**src/sv/pwl_pkg.sv**
```systemverilog
// shared types and constants for the piecewise linear table interpolator
// no dependencies
package pwl_pkg;
   localparam int TableDepth = 64;
   localparam int IdxBits = $clog2(TableDepth);
   localparam int CntBits = $clog2(TableDepth + 1);
   localparam int EnergyBits = 32;
   localparam int RateBits = 32;
   localparam int ProdBits = EnergyBits + RateBits;
   localparam int QDepth = 2;
   localparam int QIdxBits = $clog2(QDepth);
   localparam int QCntBits = $clog2(QDepth + 1);

   typedef enum logic [1:0] {
      CMD_CLEAR = 2'd0,
      CMD_APPEND = 2'd1,
      CMD_QUERY = 2'd2,
      CMD_NONE = 2'd3
   } cmd_type;

   typedef enum logic [2:0] {
      ST_OK = 3'd0,
      ST_CLAMP_LOW = 3'd1,
      ST_CLAMP_HIGH = 3'd2,
      ST_EMPTY = 3'd3,
      ST_FULL = 3'd4,
      ST_NO_SEGMENT = 3'd5
   } status_type;

   // one classified word handed from front to back
   typedef struct packed {
      cmd_type cmd;
      logic [EnergyBits-1:0] energy;
      logic [RateBits-1:0] rate;
   } job_type;

   typedef enum logic [2:0] {
      BK_IDLE, BK_FIRST, BK_LAST, BK_SCAN, BK_MUL, BK_DIV, BK_DONE
   } back_state_type;
endpackage

```
**src/sv/pwl_front.sv**
```systemverilog
// front: input queue that decouples acceptance from the table engine
// depends on pwl_pkg
module pwl_front (
   input logic clock,
   input logic reset,
   input logic in_valid,
   output logic in_stall,
   input pwl_pkg::job_type in_job,
   output logic out_valid,
   input logic out_take,
   output pwl_pkg::job_type out_job
);
   import pwl_pkg::*;

   job_type q_ff [QDepth];
   logic [QIdxBits-1:0] wp_ff, rp_ff;
   logic [QCntBits-1:0] cnt_ff;
   logic push, pop;

   assign in_stall = (cnt_ff == QCntBits'(QDepth));
   assign push = in_valid && !in_stall;
   assign out_valid = (cnt_ff != '0);
   assign pop = out_valid && out_take;
   assign out_job = q_ff[rp_ff];

   always_ff @(posedge clock) begin
      if (push) q_ff[wp_ff] <= in_job;
      if (reset) begin
         wp_ff <= '0;
         rp_ff <= '0;
         cnt_ff <= '0;
      end else begin
         if (push) wp_ff <= wp_ff + 1'b1;
         if (pop) rp_ff <= rp_ff + 1'b1;
         cnt_ff <= cnt_ff + QCntBits'(push) - QCntBits'(pop);
      end
   end
endmodule

```
**config.mk**
```make
export PLATFORM = sky130hd
export DESIGN_NAME = pwl_front
export DESIGN_NICKNAME = d
export VERILOG_FILES = /design/src/sv/pwl_pkg.sv /design/src/sv/pwl_front.sv
export SDC_FILE = /design/constraint.sdc
export NUM_CORES = 1
export LEC_CHECK = 0
export BUFFER_PORTS_ARGS = -buffer_cell sky130_fd_sc_hd__buf_2
export CAP_MARGIN = 20
export CELL_PAD_IN_SITES_DETAIL_PLACEMENT = 0
export CELL_PAD_IN_SITES_GLOBAL_PLACEMENT = 1
export CORE_ASPECT_RATIO = 0.8
export CORE_MARGIN = 5
export CORE_UTILIZATION = 39
export DETAILED_ROUTE_END_ITERATION = 8
export PLACE_DENSITY = 0.81
export SLEW_MARGIN = 10
export SYNTH_ARGS = -nofsm -noshare
export SYNTH_HDL_FRONTEND = slang
export SYNTH_SLANG_ARGS = --single-unit
```
**constraint.sdc**
```tcl
create_clock -name clock -period 3.3 [get_ports clock]
set_clock_uncertainty 0.1 [all_clocks]
set_input_delay 0.99 -clock clock [delete_from_list [all_inputs] [get_ports clock]]
set_output_delay 0.99 -clock clock [all_outputs]
set_load 0.005 [all_outputs]
```
==> results_dict.tcl, run 1 <==
set metrics [dict create \
    drc_markers 0 \
    synth_cell_type_count 23 \
    ys.flop_type "sky130_fd_sc_hd__edfxtp_1" \
    cp_max_fo 18 \
    grt_setup_unrepaired "no" \
    power-per-cell-area_nw_per_um2 787 \
    irDropWorstVdd_mv 0.373 \
    synth.avg_cell_area_um2 21.6 \
    maximum_number_of_pins_on_one_net_before_global_route_repair 35 \
    finalSetupViolations 0 \
    layout-area-overhead-vs-synth_pct 29.1 \
    dp_hpwl_um 6080 \
    footprint_of_the_multi_input_gates_um2 870 \
    place.port_buffers 137 \
    cts_root_buffer "sky130_fd_sc_hd__clkbuf_16" \
    detail-route-antenna-nets 0 \
    overflow 0 \
    cp_data_required_time_ns 2.21 \
    globalplace.congestion 0.682 \
    run_status "complete, no violations" \
    detailroute.via_count 2597 \
    num_io_pins 138 \
    async_flop_share_pct 0 \
    yosys_register_bits 137 \
    cp.arrival_ns 1.74 \
    postCtsResizedCells 0 \
    syn_inst 232 \
    grt_pass1_vias 2849 \
    slowest_stage "sky130_fd_sc_hd__dfxtp_4" \
    timing_worst_setup_path_type "reg -> out" \
    placement.cell_area_um2 5920 \
    maxCapViolCount 0 \
    critical_path.cell_chain "buf_4 -> mux2_1 -> buf_2" \
    layout-drive-gt1-share_pct 43.5 \
    synth_largest_type_area_fraction_pct 79.2 \
    post_drt_via_cell_ratio 4.52 \
    seq_area_frac_synth_pct 81.2 \
    synth.largest_area_cell "sky130_fd_sc_hd__edfxtp_1" \
    starting_density_of_the_core_pct 39.3 \
    ys_warn_count 0 \
    number_of_enable_type_register_cells_in_the_synthesized_netlist 132 \
    cts_made_buffers 17 \
    sequential_cell_area_um2 4070 \
    finalHoldViolations 0 \
    clock_tree.htree_level_count 4 \
    tritoncts_clock_tree "built" \
    n_fill_cell 1067 \
    critPathTopFamily "flip-flops" \
    fp.dieH_um 111 \
    finalCritPeriodShare_pct 85.8 \
    post_synth_instance_area_um2 5010 \
    cp_slowest_stage_delay_ns 0.50 \
    iteration_0_drc_count_of_the_detailed_router 126 \
    syn-num-nets 304 \
    nNetsFinal 458 \
    dr.pass1.iters 4 \
    clk_pin_slew_ns 0.06 \
    fin_crit_ns 2.83 \
    route.detailed.wl_per_inst_um 16.0 \
    end_kind "output pin" \
    tns_ns 0 \
    num_rows 37 \
    track_usage_pct 12.4 \
    design.die.area_um2 15200 \
    grt_first_pass_wirelength_um 14200 \
    timing.critical_path.buf_inv 2 \
    worst_relative_slew_slack_pct 65.4 \
    layout_common_cells "137 x sky130_fd_sc_hd__buf_2, 132 x sky130_fd_sc_hd__edfxtp_1, 66 x sky130_fd_sc_hd__mux2_1" \
    startpoint_type "register" \
    floorplan.die.width_um 137 \
    final_max_slew_viol_count 0 \
    layout_commonest_cell "sky130_fd_sc_hd__buf_2" \
    cts.hold.buffers_added 0 \
    insertion_delay_ns 0.40 \
    final_cell_area_um2 6470 \
    worst_slew_pin_slew_ns 0.519 \
    min-delay-path-class "reg -> reg" \
    post-cts-setup-buffer-count 0 \
    detail_route.wirelength_um 9170 \
    core_um2 12700 \
    power.leakage_nw 2.45 \
    cts_sinks 137 \
    upper_clock_frequency_limit_mhz 353 \
    cts_max_path_buffers 2 \
    antenna_found_initial 0 \
    synth.area.top_cells "sky130_fd_sc_hd__edfxtp_1 79%, sky130_fd_sc_hd__mux2_1 15%, sky130_fd_sc_hd__dfxtp_1 2.0%, sky130_fd_sc_hd__buf_6 0.90%, sky130_fd_sc_hd__ha_1 0.50%" \
]
## per-stage QoR
step | power (mW) | std cells | util, % | setup slack [ns] | hold WS (ns)
final | 5.09 | 574 | 50.8 | 0.468 | 0.404
after CTS | 5.17 | 573 | 50.8 | 0.408 | 0.407
after detailed placement | 3.42 | 542 | 46.5 | 0.797 | 0.394
after floorplan | 2.93 | 232 | - | 0.106 | 0.351
after global placement | 3.39 | 542 | 46.5 | 0.840 | 0.378
after global routing | 5.36 | 573 | 50.8 | 0.353 | 0.421
## Yosys cell counts (2+ instances only)
master and number:
sky130_fd_sc_hd__dfxtp_1 5, sky130_fd_sc_hd__ha_1 2, sky130_fd_sc_hd__edfxtp_1 132, sky130_fd_sc_hd__mux2_1 66, sky130_fd_sc_hd__nor2_1 3, sky130_fd_sc_hd__buf_2 2, sky130_fd_sc_hd__buf_6 4, sky130_fd_sc_hd__inv_1 3
## worst min-delay path, stage by stage, from the launching register on
cell                      delay (ns)
sky130_fd_sc_hd__dfxtp_1        0.32
sky130_fd_sc_hd__o21ai_0        0.07
sky130_fd_sc_hd__a21oi_1        0.07
## layout make-up
type,count,area share (%)
well taps,175,3.39
flip-flops and latches,137,62.9
repair buffers,142,11.6
multi-input cells,84,13.4
diodes,1,0.0387
clock inverters,10,1.61
clock buffers,21,6.81
inverters,4,0.232
## state kept, by name (all words and copies together), names as in the netlist, named ones only
name,cells
wp_ff,1
cnt_ff,2
rp_ff,1
q_ff,132
## power breakdown
part           internal, mW  total, mW  switching, mW
combinational         0.508       1.04          0.535
clock                  1.10       1.73          0.639
sequential             2.22       2.31         0.0908
total                  3.82       5.09           1.27
## per-layer routing
metal | up-vias | part of all wire, % | routed length, µm | GRT usage, %
met1 | 1280 | 44 | 4000 | 15.4
met3 | 8 | 8.8 | 803 | 5.65
met4 | 0 | 0.89 | 82 | 4.03
li1 | 1218 | - | - | -
met2 | 91 | 47 | 4280 | 19.2
met5 | - | 0 | 0 | 0
## kinds of logic (layout without fill, tap and decap cells)
kind of cell    Yosys count  after routing  share of synthesized area [%]
other cells               0              1                              0
fa+ha+maj                 2              2                          0.500
buf+inv                  11            177                           1.55
mux                      66             66                           14.8
compound gates            3              3                          0.375
xor+xnor                  2              2                          0.350
simple gates             11             11                           1.22
flops                   137            137                           81.2
## final timing paths
check | startpoint | slack [ns] | cells after the start | endpoint
setup reg to reg | cnt_ff[0]$_SDFF_PP0_ | 1.45 | 5 | q_ff[0][35]$_DFFE_PP_
hold / removal | wp_ff$_SDFFE_PP0P_ | 0.40 | 2 | wp_ff$_SDFFE_PP0P_
hold reg to reg | wp_ff$_SDFFE_PP0P_ | 0.40 | 2 | wp_ff$_SDFFE_PP0P_
setup / recovery | register | 0.47 | 3 | out_job[54]
Power figures use the tool's default switching activity.
==> run 2: changes to the inputs <==
--- a/config.mk
+++ b/config.mk
@@ -5,6 +5,7 @@
 export SDC_FILE = /design/constraint.sdc
 export NUM_CORES = 1
 export LEC_CHECK = 0
+export ABC_AREA = 1
 export BUFFER_PORTS_ARGS = -buffer_cell sky130_fd_sc_hd__buf_2
 export CAP_MARGIN = 20
 export CELL_PAD_IN_SITES_DETAIL_PLACEMENT = 0
@@ -13,8 +14,9 @@
 export CORE_MARGIN = 5
 export CORE_UTILIZATION = 39
 export DETAILED_ROUTE_END_ITERATION = 8
-export PLACE_DENSITY = 0.81
-export SLEW_MARGIN = 10
+export PLACE_DENSITY = 0.8
+export RECOVER_POWER = 100
+export SLEW_MARGIN = 15
 export SYNTH_ARGS = -nofsm -noshare
 export SYNTH_HDL_FRONTEND = slang
 export SYNTH_SLANG_ARGS = --single-unit
==> run 2 against run 1 <==
Against the previous run: the flow now finishes with violations (max-capacitance violations, max-slew violations); sequential share of layout area is 0.25 points higher; register-to-register slack worse by 0.68 ns; utilization is 0.97 points lower; area after synthesis is 3.3% higher; via count is 1.8% higher; cell count is 1.6% higher; wire length is 1.5% higher; die area is 3.1% higher; clock power is 6% higher; flip-flop and latch count stayed put; setup slack better by 0.070 ns.
==> results_dict.tcl, run 2 <==
set metrics [dict create \
    post_synth_instance_area_um2 5170 \
    share_clk_of_total_power_pct 36.1 \
    starting_density_of_the_core_pct 40.1 \
    fp.dieH_um 113 \
    cts_root_buffer "sky130_fd_sc_hd__clkbuf_16" \
    n_fill_cell 1118 \
    fin_worst_hold_slack_ns 0.433 \
    insertedDiodeCount 0 \
    largest_register_ffs 132 \
    ys.flop_type "sky130_fd_sc_hd__edfxtp_1" \
    cp_slowest_stage_delay_ns 0.39 \
    worst_relative_slew_slack_pct -17.8 \
    finalCritPeriodShare_pct 83.7 \
    cts.hold.buffers_added 0 \
    synth_cell_type_count 12 \
    holdPathEnd "rp_ff$_SDFFE_PP0P_" \
    clock_tree.htree_level_count 4 \
    synth_most_common_cell "sky130_fd_sc_hd__edfxtp_1" \
    grt_setup_unrepaired "no" \
    grt_pass1_vias 2971 \
    insertion_delay_ns 0.40 \
    post_synth_most_frequent_cells "132 x sky130_fd_sc_hd__edfxtp_1, 40 x sky130_fd_sc_hd__mux2_4, 26 x sky130_fd_sc_hd__mux2_2" \
    overflow 0 \
    synth.avg_cell_area_um2 21.2 \
    ys_warn_count 0 \
    antenna_found_initial 0 \
    timing_worst_setup_path_type "reg -> out" \
    startpoint_type "register" \
    placement.cell_area_um2 6090 \
    syn-num-nets 316 \
    seq_power_share_pct 44.8 \
    power-per-cell-area_nw_per_um2 792 \
    regToRegSetupSlack_ns 0.77 \
    biggestRegsByFlops "q_ff: 132 flops, cnt_ff: 2 flops" \
    nNetsFinal 469 \
    dp_hpwl_um 6090 \
    syn_inst 244 \
    power.leakage_nw 2.35 \
    num_io_pins 138 \
    fin_crit_ns 2.76 \
    maximum_number_of_pins_on_one_net_before_global_route_repair 67 \
    worstRegToRegCells 5 \
    post-cts-setup-buffer-count 0 \
    route.detailed.wl_per_inst_um 16.0 \
    synth.largest_area_cell "sky130_fd_sc_hd__edfxtp_1" \
    final_cell_area_um2 6430 \
    tritoncts_clock_tree "built" \
    core_um2 12900 \
    cp.arrival_ns 1.67 \
    globalplace.congestion 0.679 \
    postCtsResizedCells 0 \
    cts_sinks 137 \
    irDropWorstVdd_mv 0.455 \
    cp_data_required_time_ns 2.21 \
    place_worst_setup_slack_ns 0.941 \
    tns_ns 0 \
    upper_clock_frequency_limit_mhz 362 \
    num_rows 37 \
    min-delay-path-class "reg -> reg" \
    postLayoutSetupSlackWorst_ns 0.538 \
    dr.pass1.iters 4 \
    violations "max-capacitance violations, max-slew violations" \
    cp_max_fo 26 \
    power.switching_mw 1.26 \
    clk_pin_slew_ns 0.06 \
    layout-area-overhead-vs-synth_pct 24.3 \
    critical_path.reg2reg.endpoint "q_ff[0][52]$_DFFE_PP_" \
    end_kind "output pin" \
    slowest_stage "sky130_fd_sc_hd__mux2_1" \
    finalSetupViolations 0 \
    floorplan.die.width_um 139 \
    sw_frac_of_total_pct 24.7 \
    synth.area.top_cells "sky130_fd_sc_hd__edfxtp_1 77%, sky130_fd_sc_hd__mux2_4 12%, sky130_fd_sc_hd__mux2_2 5.7%, sky130_fd_sc_hd__dfxtp_1 1.9%, sky130_fd_sc_hd__buf_6 1.1%" \
    worst_hold_path.num_cells 2 \
    cts_max_path_buffers 2 \
    track_usage_pct 12.1 \
    worst_slew_pin_slew_ns 1.77 \
    detail-route-antenna-nets 0 \
    maxCapViolCount 2 \
    grt_first_pass_wirelength_um 14800 \
    final_max_slew_viol_count 134 \
    iteration_0_drc_count_of_the_detailed_router 90 \
    layout-drive-gt1-share_pct 36.0 \
    fin_util_pct 49.8 \
    detailroute.via_count 2645 \
    seq_area_frac_synth_pct 78.5 \
    layout_commonest_cell "sky130_fd_sc_hd__edfxtp_1" \
    layout_common_cells "132 x sky130_fd_sc_hd__edfxtp_1, 88 x sky130_fd_sc_hd__buf_2, 49 x sky130_fd_sc_hd__clkbuf_1" \
    synth_largest_type_area_fraction_pct 76.6 \
    power_report.internal_total_mw 3.84 \
    async_flop_share_pct 0 \
    run_status "complete, but fails checks" \
    finalHoldViolations 0 \
    critical_path.cell_chain "buf_4 -> mux2_1 -> buf_2" \
    reg2reg_from "cnt_ff[0]$_SDFF_PP0_" \
    relative_contribution_of_combinational_cells_to_total_power_pct 19.0 \
    worst_hold_startpoint "rp_ff$_SDFFE_PP0P_" \
    drc_markers 0 \
    post_drt_via_cell_ratio 4.54 \
    cts_made_buffers 17 \
    number_of_enable_type_register_cells_in_the_synthesized_netlist 132 \
    yosys_register_bits 137 \
    detail_route.wirelength_um 9310 \
    design.die.area_um2 15700 \
    largest_register "q_ff" \
    place.port_buffers 137 \
]
==> run 2: worst max-delay path by stage <==
stage / from / to / slack [ns] / cells after the start
after floorplan: in_valid / q_ff[1][0]$_DFFE_PP_ / 0.40 / 2
after global placement: register / out_job[64] / 0.95 / 3
after detailed placement: register / out_job[55] / 0.94 / 3
after CTS: register / out_job[55] / 0.50 / 3
after global routing: in_valid / q_ff[0][51]$_DFFE_PP_ / 0.42 / 4
final: register / out_job[34] / 0.54 / 3
==> run 2: critical path: cells and delay by family, from the launching register on <==
family,cells,cell delay (ns)
mux,1,0.39
buf+inv,2,0.50
flops,1,0.37
==> run 2: kinds of logic (layout without fill, tap and decap cells) <==
kind of cell / count (synthesis) / count (layout) / synth area share, %
fa+ha+maj: 2 / 2 / 0.483
buf+inv: 17 / 181 / 2.01
simple gates: 20 / 20 / 1.52
flops: 137 / 137 / 78.5
mux: 66 / 66 / 17.3
compound gates: 2 / 2 / 0.193
==> run 2: layout make-up <==
class                   count  area [µm²]  area share [%]
clock buffers              17         425            6.61
clock inverters            13         155            2.41
inverters                  10        37.5           0.583
multi-input cells          90         872            13.6
flip-flops and latches    137        4060            63.2
well taps                 175         219            3.40
repair buffers            141         662            10.3
==> run 2: stage by stage <==
stage	total power, mW	std cells
finish	5.10	583
CTS	5.35	583
global route	5.37	583
global placement	3.46	553
detailed placement	3.49	553
floorplan	3.04	244
==> run 2: power groups by stage <==
stage	clock [mW]	combinational (mW)	sequential, mW
floorplan	0	0.738	2.30
detailed placement	0	1.17	2.32
CTS	1.89	1.18	2.28
finish	1.84	0.969	2.28
global route	1.97	1.09	2.31
global placement	0	1.16	2.30
==> run 2: metal layers <==
layer  global-route usage, %  part of all wire, %  vias to the layer above
li1                        -                    -                     1243
met1                    14.1                   43                     1295
met2                    19.7                   48                       98
met3                    6.13                  8.2                        9
met4                    3.72                  1.1                        0
met5                       0                    0                        -
==> run 3: changes to the inputs <==
==> constraint.sdc (replaced) <==
create_clock -name clock -period 2.2 [get_ports clock]
set_clock_uncertainty 0.1 [all_clocks]
set_input_delay 0.66 -clock clock [delete_from_list [all_inputs] [get_ports clock]]
set_output_delay 0.66 -clock clock [all_outputs]
set_load 0.005 [all_outputs]
==> run 3 against run 2 <==
Against the previous run: the run ends with negative setup slack left; clock power increased by 36%; cell area increased by 9.8%; combinational power increased by 140%; total power increased by 62%; critical endpoint is now out_job[3]; highest routed layer unchanged.
==> results_dict.tcl, run 3 (synthesis gave the netlist of run 2 again) <==
set metrics [dict create \
    reg2reg_from "cnt_ff[0]$_SDFF_PP0_" \
    power.leakage_nw 2.71 \
    clk_pin_slew_ns 0.05 \
    power-per-cell-area_nw_per_um2 1170 \
    tritoncts_clock_tree "built" \
    place.port_buffers 137 \
    route.detailed.wl_per_inst_um 17.4 \
    cts_root_buffer "sky130_fd_sc_hd__clkbuf_16" \
    cp.arrival_ns 1.52 \
    regToRegSetupSlack_ns 0.16 \
    overflow 0 \
    run_status "complete, but fails checks" \
    post_drt_via_cell_ratio 4.60 \
    maximum_number_of_pins_on_one_net_before_global_route_repair 36 \
    drc_markers 0 \
    fin_worst_hold_slack_ns 0.324 \
    globalplace.congestion 0.743 \
    grt_pass1_vias 2975 \
    finalCritPeriodShare_pct 104 \
    worstRegToRegCells 5 \
    startpoint_type "register" \
    insertion_delay_ns 0.41 \
    design.die.area_um2 15700 \
    critical_path.reg2reg.endpoint "q_ff[0][32]$_DFFE_PP_" \
    floorplan.die.width_um 139 \
    num_io_pins 138 \
    track_usage_pct 12.5 \
    worst_hold_startpoint "reset" \
    biggestRegsByFlops "q_ff: 132 flops, cnt_ff: 2 flops" \
    antenna_found_initial 0 \
    core_um2 12900 \
    largest_register_ffs 132 \
    nNetsFinal 480 \
    detailroute.via_count 2741 \
    clock_tree.htree_level_count 4 \
    cp_slowest_stage_delay_ns 0.37 \
    maxCapViolCount 0 \
    end_kind "output pin" \
    final_max_slew_viol_count 0 \
    num_rows 37 \
    postLayoutSetupSlackWorst_ns -0.0837 \
    cp_data_required_time_ns 1.44 \
    critical_path_cell_count 4 \
    finalHoldViolations 0 \
    timing_worst_setup_path_type "reg -> out" \
    worst_slew_pin_slew_ns 0.834 \
    dp_hpwl_um 6400 \
    starting_density_of_the_core_pct 40.1 \
    largest_register "q_ff" \
    layout_commonest_cell "sky130_fd_sc_hd__edfxtp_1" \
    slowest_stage "sky130_fd_sc_hd__dfxtp_4" \
    violations "negative setup slack" \
    critPathTopFamily "buffers and inverters" \
    cts_max_path_buffers 2 \
    layout-drive-gt1-share_pct 49.6 \
    finalSetupViolations 66 \
    worst_relative_slew_slack_pct 44.4 \
    critical_path.cell_chain "buf_12 -> buf_16 -> mux2_2 -> buf_2" \
    timing.critical_path.buf_inv 3 \
    grt_first_pass_wirelength_um 15100 \
    fp.dieH_um 113 \
    holdPathEnd "cnt_ff[0]$_SDFF_PP0_" \
    min-delay-path-class "in -> reg" \
    cts_made_buffers 17 \
    irDropWorstVdd_mv 0.742 \
    iteration_0_drc_count_of_the_detailed_router 137 \
    fin_crit_ns 2.28 \
    p_total_mw 8.27 \
    detail-route-antenna-nets 0 \
    insertedDiodeCount 0 \
    grt_setup_unrepaired "yes" \
    detail_route.wirelength_um 10300 \
    layout-area-overhead-vs-synth_pct 36.5 \
    place_worst_setup_slack_ns 0.291 \
    upper_clock_frequency_limit_mhz 438 \
    cp_max_fo 9 \
    layout_common_cells "132 x sky130_fd_sc_hd__edfxtp_1, 61 x sky130_fd_sc_hd__buf_2, 54 x sky130_fd_sc_hd__mux2_4" \
    worst_hold_path.num_cells 2 \
    dr.pass1.iters 4 \
    cts_sinks 137 \
]
==> run 3: cell types whose count changed in the layout (fill, tap and decap cells not counted), moves of 4 or more <==
cell                        change
sky130_fd_sc_hd__mux2_1        -40
sky130_fd_sc_hd__clkbuf_1       -7
sky130_fd_sc_hd__buf_6         +40
sky130_fd_sc_hd__mux2_4        +52
sky130_fd_sc_hd__mux2_2        -12
sky130_fd_sc_hd__buf_2         -27
sky130_fd_sc_hd__clkbuf_16      +4
==> run 3: cell type report <==
| type | instances | area, µm² |
|---|---|---|
| inverter | 10 | 38.8 |
| fill | 1020 | 5850 |
| timing repair buffer | 152 | 1140 |
| clock buffer | 22 | 444 |
| clock inverter | 10 | 78.8 |
| tap | 175 | 219 |
| sequential | 137 | 4070 |
| multi-input combinational | 90 | 1080 |
==> run 3: report_power, final <==
group / internal [mW] / switching (mW)
clock: 1.53 / 0.971
combinational: 1.36 / 0.974
sequential: 3.32 / 0.106
total: 6.22 / 2.05
==> run 3: worst max-delay path by stage <==
stage                                 endpoint  slack [ns]
after floorplan           q_ff[0][0]$_DFFE_PP_       -0.02
after global placement    cnt_ff[1]$_SDFF_PP0_        0.31
after detailed placement  cnt_ff[1]$_SDFF_PP0_        0.29
after CTS                          out_job[12]       -0.13
after global routing                out_job[3]       -0.15
final                               out_job[3]       -0.08
==> run 3: stage by stage <==
step                      instances  utilization, %  TNS [ns]  area [µm²]
after global placement          555            47.8         0        6170
final                           596            54.7     -3.74        7060
after CTS                       587            51.8     -5.78        6690
after detailed placement        555            47.8         0        6170
after global routing            596            54.7     -7.94        7060
after floorplan                 244               -     -1.18        5210
==> run 3: layer usage <==
layer  vias to the layer above  GRT usage (%)  routed length, µm
met5                         -              0                  0
met4                         0           3.65                 97
met3                        11           7.48                998
met2                       114           19.5               4880
met1                      1348           14.7               4370
li1                       1268              -                  -
==> run 3: what timing repair did <==
action                     in CTS  in global routing
gates resized for setup         0                 56
setup endpoints to repair      66                 66
hold buffers                    0                  0
buffers inserted                0                  3
cloned                          0                  6
pin swaps                       0                  0
